**config.mk**
```make
export PLATFORM = sky130hd
export DESIGN_NAME = swmm_ctrl
export DESIGN_NICKNAME = d
export VERILOG_FILES = /design/src/hw/rtl/swmm_pkg.sv /design/src/hw/rtl/swmm_ctrl.sv
export SDC_FILE = /design/constraint.sdc
export NUM_CORES = 1
export LEC_CHECK = 0
export BUFFER_PORTS_ARGS = -buffer_cell sky130_fd_sc_hd__buf_2
export CAP_MARGIN = 10
export CORE_MARGIN = 8
export CORE_UTILIZATION = 50
export DETAILED_ROUTE_END_ITERATION = 10
export GPL_TIMING_DRIVEN = 0
export PLACE_DENSITY = 0.78
export SLEW_MARGIN = 20
export SYNTH_ARGS = -nofsm -noshare
export SYNTH_HDL_FRONTEND = slang
export SYNTH_SLANG_ARGS = --single-unit
export TNS_END_PERCENT = 5
```
**constraint.sdc**
```tcl
create_clock -name clock -period 2.3 [get_ports clock]
set_input_delay 0.46 -clock clock [delete_from_list [all_inputs] [get_ports clock]]
set_output_delay 0.46 -clock clock [all_outputs]
set_load 0.005 [all_outputs]
```
**src/hw/rtl/swmm_pkg.sv**
```systemverilog
`default_nettype none
package swmm_pkg;

   // Field widths fixed by the word formats.
   localparam int PRICE_W = 48;
   localparam int CFG_W = 10;
   localparam int CSR_IDX_W = 1;
   localparam int WINDOW_MAX_DEF = 512;

   // Samples at or below this code (0.000001 in Q24.24) are discarded.
   localparam logic [PRICE_W-1:0] DROP_LIMIT = 48'd16;
   localparam logic [CFG_W-1:0] WLEN_RESET = 10'd288;

   // Register indexes of the control port.
   localparam logic [CSR_IDX_W-1:0] CSR_WINDOW_LENGTH = 1'b0;
   localparam logic [CSR_IDX_W-1:0] CSR_COMBINE_MODE = 1'b1;

   // Combine modes.
   localparam logic MODE_MEAN = 1'b0;
   localparam logic MODE_MEDIAN = 1'b1;

   // Commands from the controller to the datapath.
   typedef struct packed {
      logic load;
      logic drop_latch;
      logic rem_run;
      logic rem_end;
      logic ins_start;
      logic ins_run;
      logic ins_end;
      logic div_start;
      logic div_run;
      logic med_a;
      logic med_b;
      logic med_c;
      logic finish;
   } swmm_cmd_type;

   // Status from the datapath to the controller.
   typedef struct packed {
      logic keep;
      logic need_drop;
      logic rem_done;
      logic ins_done;
      logic div_done;
      logic mode_median;
      logic odd;
      logic out_free;
   } swmm_stat_type;

endpackage
`default_nettype wire

```
**src/hw/rtl/swmm_ctrl.sv**
```systemverilog
`default_nettype none
module swmm_ctrl (
   input  wire logic                    clock,
   input  wire logic                    reset,
   input  wire logic                    req_valid,
   output logic                         req_ready,
   input  wire swmm_pkg::swmm_stat_type stat,
   output swmm_pkg::swmm_cmd_type       cmd
);
   import swmm_pkg::*;

   typedef enum logic [11:0] {
      ST_IDLE       = 12'b0000_0000_0001,
      ST_CHECK      = 12'b0000_0000_0010,
      ST_DROP_LATCH = 12'b0000_0000_0100,
      ST_REM        = 12'b0000_0000_1000,
      ST_INS        = 12'b0000_0001_0000,
      ST_DIV_LOAD   = 12'b0000_0010_0000,
      ST_DIV        = 12'b0000_0100_0000,
      ST_MED_A      = 12'b0000_1000_0000,
      ST_MED_B      = 12'b0001_0000_0000,
      ST_MED_C      = 12'b0010_0000_0000,
      ST_FINISH     = 12'b0100_0000_0000,
      ST_INS_END    = 12'b1000_0000_0000
   } state_type;

   state_type state_ff, state_in;

   // Sequencer: trim oldest samples, insert the new one, then combine.
   always_comb begin
      state_in = state_ff;
      cmd = '0;
      req_ready = 1'b0;
      case (state_ff)
         ST_IDLE: begin
            req_ready = 1'b1;
            if (req_valid && stat.keep) begin
               cmd.load = 1'b1;
               state_in = ST_CHECK;
            end
         end
         ST_CHECK: begin
            if (stat.need_drop) begin
               state_in = ST_DROP_LATCH;
            end else begin
               cmd.ins_start = 1'b1;
               state_in = ST_INS;
            end
         end
         ST_DROP_LATCH: begin
            cmd.drop_latch = 1'b1;
            state_in = ST_REM;
         end
         ST_REM: begin
            if (stat.rem_done) begin
               cmd.rem_end = 1'b1;
               state_in = ST_CHECK;
            end else begin
               cmd.rem_run = 1'b1;
            end
         end
         ST_INS: begin
            if (stat.ins_done) begin
               state_in = ST_INS_END;
            end else begin
               cmd.ins_run = 1'b1;
            end
         end
         ST_INS_END: begin
            cmd.ins_end = 1'b1;
            state_in = stat.mode_median ? ST_MED_A : ST_DIV_LOAD;
         end
         ST_DIV_LOAD: begin
            cmd.div_start = 1'b1;
            state_in = ST_DIV;
         end
         ST_DIV: begin
            if (stat.div_done) begin
               state_in = ST_FINISH;
            end else begin
               cmd.div_run = 1'b1;
            end
         end
         ST_MED_A: begin
            cmd.med_a = 1'b1;
            state_in = ST_MED_B;
         end
         ST_MED_B: begin
            cmd.med_b = 1'b1;
            state_in = stat.odd ? ST_FINISH : ST_MED_C;
         end
         ST_MED_C: begin
            cmd.med_c = 1'b1;
            state_in = ST_FINISH;
         end
         ST_FINISH: begin
            if (stat.out_free) begin
               cmd.finish = 1'b1;
               state_in = ST_IDLE;
            end
         end
         default: begin
            state_in = ST_IDLE;
         end
      endcase
   end

   always_ff @(posedge clock) begin
      if (reset) begin
         state_ff <= ST_IDLE;
      end else begin
         state_ff <= state_in;
      end
   end
endmodule
`default_nettype wire

```
==> results.txt <==
* Result of the run: finished clean
- R2R setup slack: 0.19 ns
- Buf/Inv on CP: 3
- Final net count: 142
- Seq cells post-synth: 12
* Standard-cell row count: 15
- TritonCTS created 3 clock buffers.
- Latest clock arrival within the worst-skew pair: 0.28 ns
* Count of buffers from port buffering: 24
- Root buffer cell: sky130_fd_sc_hd__clkbuf_4
- Maxcap violations: 0
- Number of clock sinks: 12
- Via total after detailed routing: 842
- Of all nets on the critical path, the largest fanout is 7.
* Worst min-delay path category: input pin to flip-flop
- Kind of cell adding the most delay to the critical path: simple AND/OR/NAND/NOR gates
- CP Data Required Time: 1.84 ns
- Main combinational cell family by area after synthesis: simple AND/OR/NAND/NOR gates
* Via count of the first global-routing pass: 803
* Worst slew margin relative to its limit: 50.9%
- The completed layout was analyzed and its total power is 609 uW.
* Final WS setup: 0.00328 ns
- Summing the sequential cell areas from Yosys gives 28.1% of the chip area.
* Post-synth ARST share: 0%
* Initial antenna violation count: 0
- STA classifies the critical path startpoint as a flip-flop.
- Final setup viols: 0
- CTS tree: built
- After technology mapping, the gate count stands at 97.
* Final worst hold slack: 0.343 ns
* DRC: 0
- Maximum number of pins on one net before global-route repair: 11
* Timing-limited maximum frequency: 0.435 GHz
- Counting I/O delays and the setup requirement, the final critical path takes 2.30 ns.
- For this run, global-route usage on met1 was measured as 16.1%.
- The cell area that synthesis handed to floorplanning was 856 um^2.
- The largest total area in the synthesized netlist belongs to sky130_fd_sc_hd__dfxtp_1.
- From left edge to right edge, the die measures 57.4 um.
- Arrival time reported for the critical path endpoint: 1.84 ns
* Static leakage: 0.523 nW
- In the final layout, the share of cells above drive strength 1 is 52.3%.
* CP endpoint kind: output pin
* Post-Syn Nets: 108
- Detail-routed via count per cell: 5.73
* Top Registers: state_ff x12
- Global routing used 13.5% of the available tracks across all layers.
- Global routing consumed, on the met3 layer, 4.93% of the routing resources.
* Starting density of the core: 51.2%
- The clock passes through at most 2 buffers.
- Clock slew at the register clock pins of the worst setup and hold paths: 0.08 ns
- At the end of the flow the core is filled with cells to 67.2%.
* Parity-gate share of the synthesized area counting xor and xnor cells: 2.05%
- For the final database, setup skew stands at 0.00356 ns.
- Worst supply voltage drop on vdd: 0.000452 V
- Area share of the largest cell type after synthesis: 28.1%
* Signed area change from the synthesized netlist to the final layout: 31.1%
- Mean instance size in the synthesized netlist: 8.82 um^2
- Post-synthesis share of cell area spent on and, or, nand and nor gates: 49.9%
* Drt first pass iters: 4
* # IOs: 25
- Actual slew at the worst max-slew pin: 0.727 ns
* Final period util: 99.9%
- Number of warnings reported in the yosys synthesis log: 0
* Worst setup path category: flip-flop to output pin
- The slowest stage of the critical path belongs to the cell sky130_fd_sc_hd__or4_4.
- Power spread over the standard cell area amounts to 543 nW/um^2.
- The floorplan step defined a die boundary enclosing 3290 um^2.
- In this design, the stage delay of the slowest critical-path cell is 0.53 ns.
- For this block, the routed nets add up to 2320 um of wire.
- The synthesized netlist devotes 0% of its cell area to adder and majority cells.
* Met2 capacity usage during global routing: 19.8%
- Half-perimeter wire length after placement: 1620 um
- The number of slew-limit violations in the final report came to 0.
- Final Hold Viols: 0
* Max reg flops: 12
- DRC violation total after the first TritonRoute iteration: 29
- Register bank with the most flops: state_ff
- Mux share of post-synthesis cell area: 0%
- ANT cells: 0
* Setup slack at placement: 0.142 ns
- Number of buffers inserted for hold repair after clock tree synthesis: 0
- met2 is the most crowded layer.
- Final global-route overflow total: 0
- Average wire per standard cell: 15.8 um
* Chain of cells forming the critical path: or4_4 -> buf_6 -> nor2_4 -> nand4b_1 -> inv_1 -> buf_2
- Area contributors post-synth: sky130_fd_sc_hd__dfxtp_1 28%, sky130_fd_sc_hd__nor4_4 7.5%, sky130_fd_sc_hd__nor2_1 5.3%
* Primary flip-flop cell chosen by synthesis mapping: sky130_fd_sc_hd__dfxtp_1
* Number of enable-type register cells in the synthesized netlist: 0
- Post-route ant nets: 0
* Count of different cell masters after synthesis: 44
- Setup repair after global routing could not meet its margin everywhere.
- Synth top cells by count: 12 x sky130_fd_sc_hd__dfxtp_1, 12 x sky130_fd_sc_hd__nor2_1, 7 x sky130_fd_sc_hd__nand2_1
* Global-route wire length before repair: 3520 um
- Floorplan core area: 1670 um^2
- Complex-gate fraction of the synthesized area: 13.7%
* Maximum level of the CTS H-tree: 1
- Routability Congestion: 0.858
* Height of the die: 57.4 um
[worst register-to-register path, cell delays in order, from the launching register on]
cell and delay (ns):
sky130_fd_sc_hd__dfxtp_2 0.36, sky130_fd_sc_hd__or4_4 0.61, sky130_fd_sc_hd__buf_4 0.17, sky130_fd_sc_hd__buf_4 0.13, sky130_fd_sc_hd__nor4_4 0.28, sky130_fd_sc_hd__a211oi_2 0.11
sky130_fd_sc_hd__and3_1 0.19, sky130_fd_sc_hd__o21ba_1 0.16
[metrics by stage]
stage | cell area (um^2) | std cells | TNS [ns]
global route | 1120 | 147 | -0.333
finish | 1120 | 147 | 0
detailed placement | 997 | 138 | 0
global placement | 997 | 138 | 0
floorplan | 856 | 97 | 0
CTS | 1050 | 142 | -0.211
[what timing repair did]
action                                 in CTS  in global routing
setup endpoints to repair                  10                 14
endpoints found under the hold margin       0                  0
pin swaps                                   3                  6
setup buffers                               0                  6
gates resized for setup                     4                 16
[final timing paths]
kind,cells past startpoint,start,to
worst max-delay path,6,state_ff[1]$_SDFFE_PP0P_,cmd[5]
worst min-delay path,2,stat[2],state_ff[5]$_SDFFE_PP0P_
worst max register to register,7,state_ff[7]$_SDFFE_PP0P_,state_ff[10]$_SDFFE_PP0P_
worst min register to register,3,state_ff[0]$_SDFFE_PP1P_,state_ff[2]$_SDFFE_PP0P_
[final cells by class]
cell class,count,area (um^2)
clock buffer,4,36.3
buffer,3,30.0
tap,17,21.3
sequential,12,250
fill,145,548
timing repair buffer,30,165
multi-input combinational,76,601
inverter,5,18.8
[per-layer routing]
layer	vias up	wire length, um
met4	0	43
li1	434	-
met1	382	1060
met3	5	79
met2	21	1140
met5	-	0
[cell usage in the layout (no fill, tap or decap), types with 3 or more instances in the layout]
master / netlist / routed
sky130_fd_sc_hd__buf_2: 1 / 24
sky130_fd_sc_hd__nor2_1: 12 / 10
sky130_fd_sc_hd__dfxtp_2: 0 / 8
sky130_fd_sc_hd__buf_4: 1 / 7
sky130_fd_sc_hd__nand2_1: 7 / 6
sky130_fd_sc_hd__inv_1: 4 / 4
sky130_fd_sc_hd__dfxtp_1: 12 / 4
sky130_fd_sc_hd__nor4b_1: 3 / 3
sky130_fd_sc_hd__or4_4: 2 / 3
sky130_fd_sc_hd__nor4_4: 3 / 3
sky130_fd_sc_hd__nand4b_1: 3 / 3
sky130_fd_sc_hd__nor3_1: 3 / 3
sky130_fd_sc_hd__a21oi_1: 3 / 3
sky130_fd_sc_hd__clkbuf_4: 0 / 3
[kinds of logic (layout without fill, tap and decap cells)]
logic type	count (synthesis)	count (layout)
compound gates	15	15
xor+xnor	2	2
buf+inv	9	42
flops	12	12
simple gates	59	59
[power breakdown]
part           switching, mW  internal [mW]  total [mW]
combinational          0.109         0.0929       0.202
sequential            0.0134          0.220       0.233
clock                 0.0773         0.0964       0.174
total                  0.200          0.409       0.609
No activity file was read; power rests on OpenSTA's default activity.
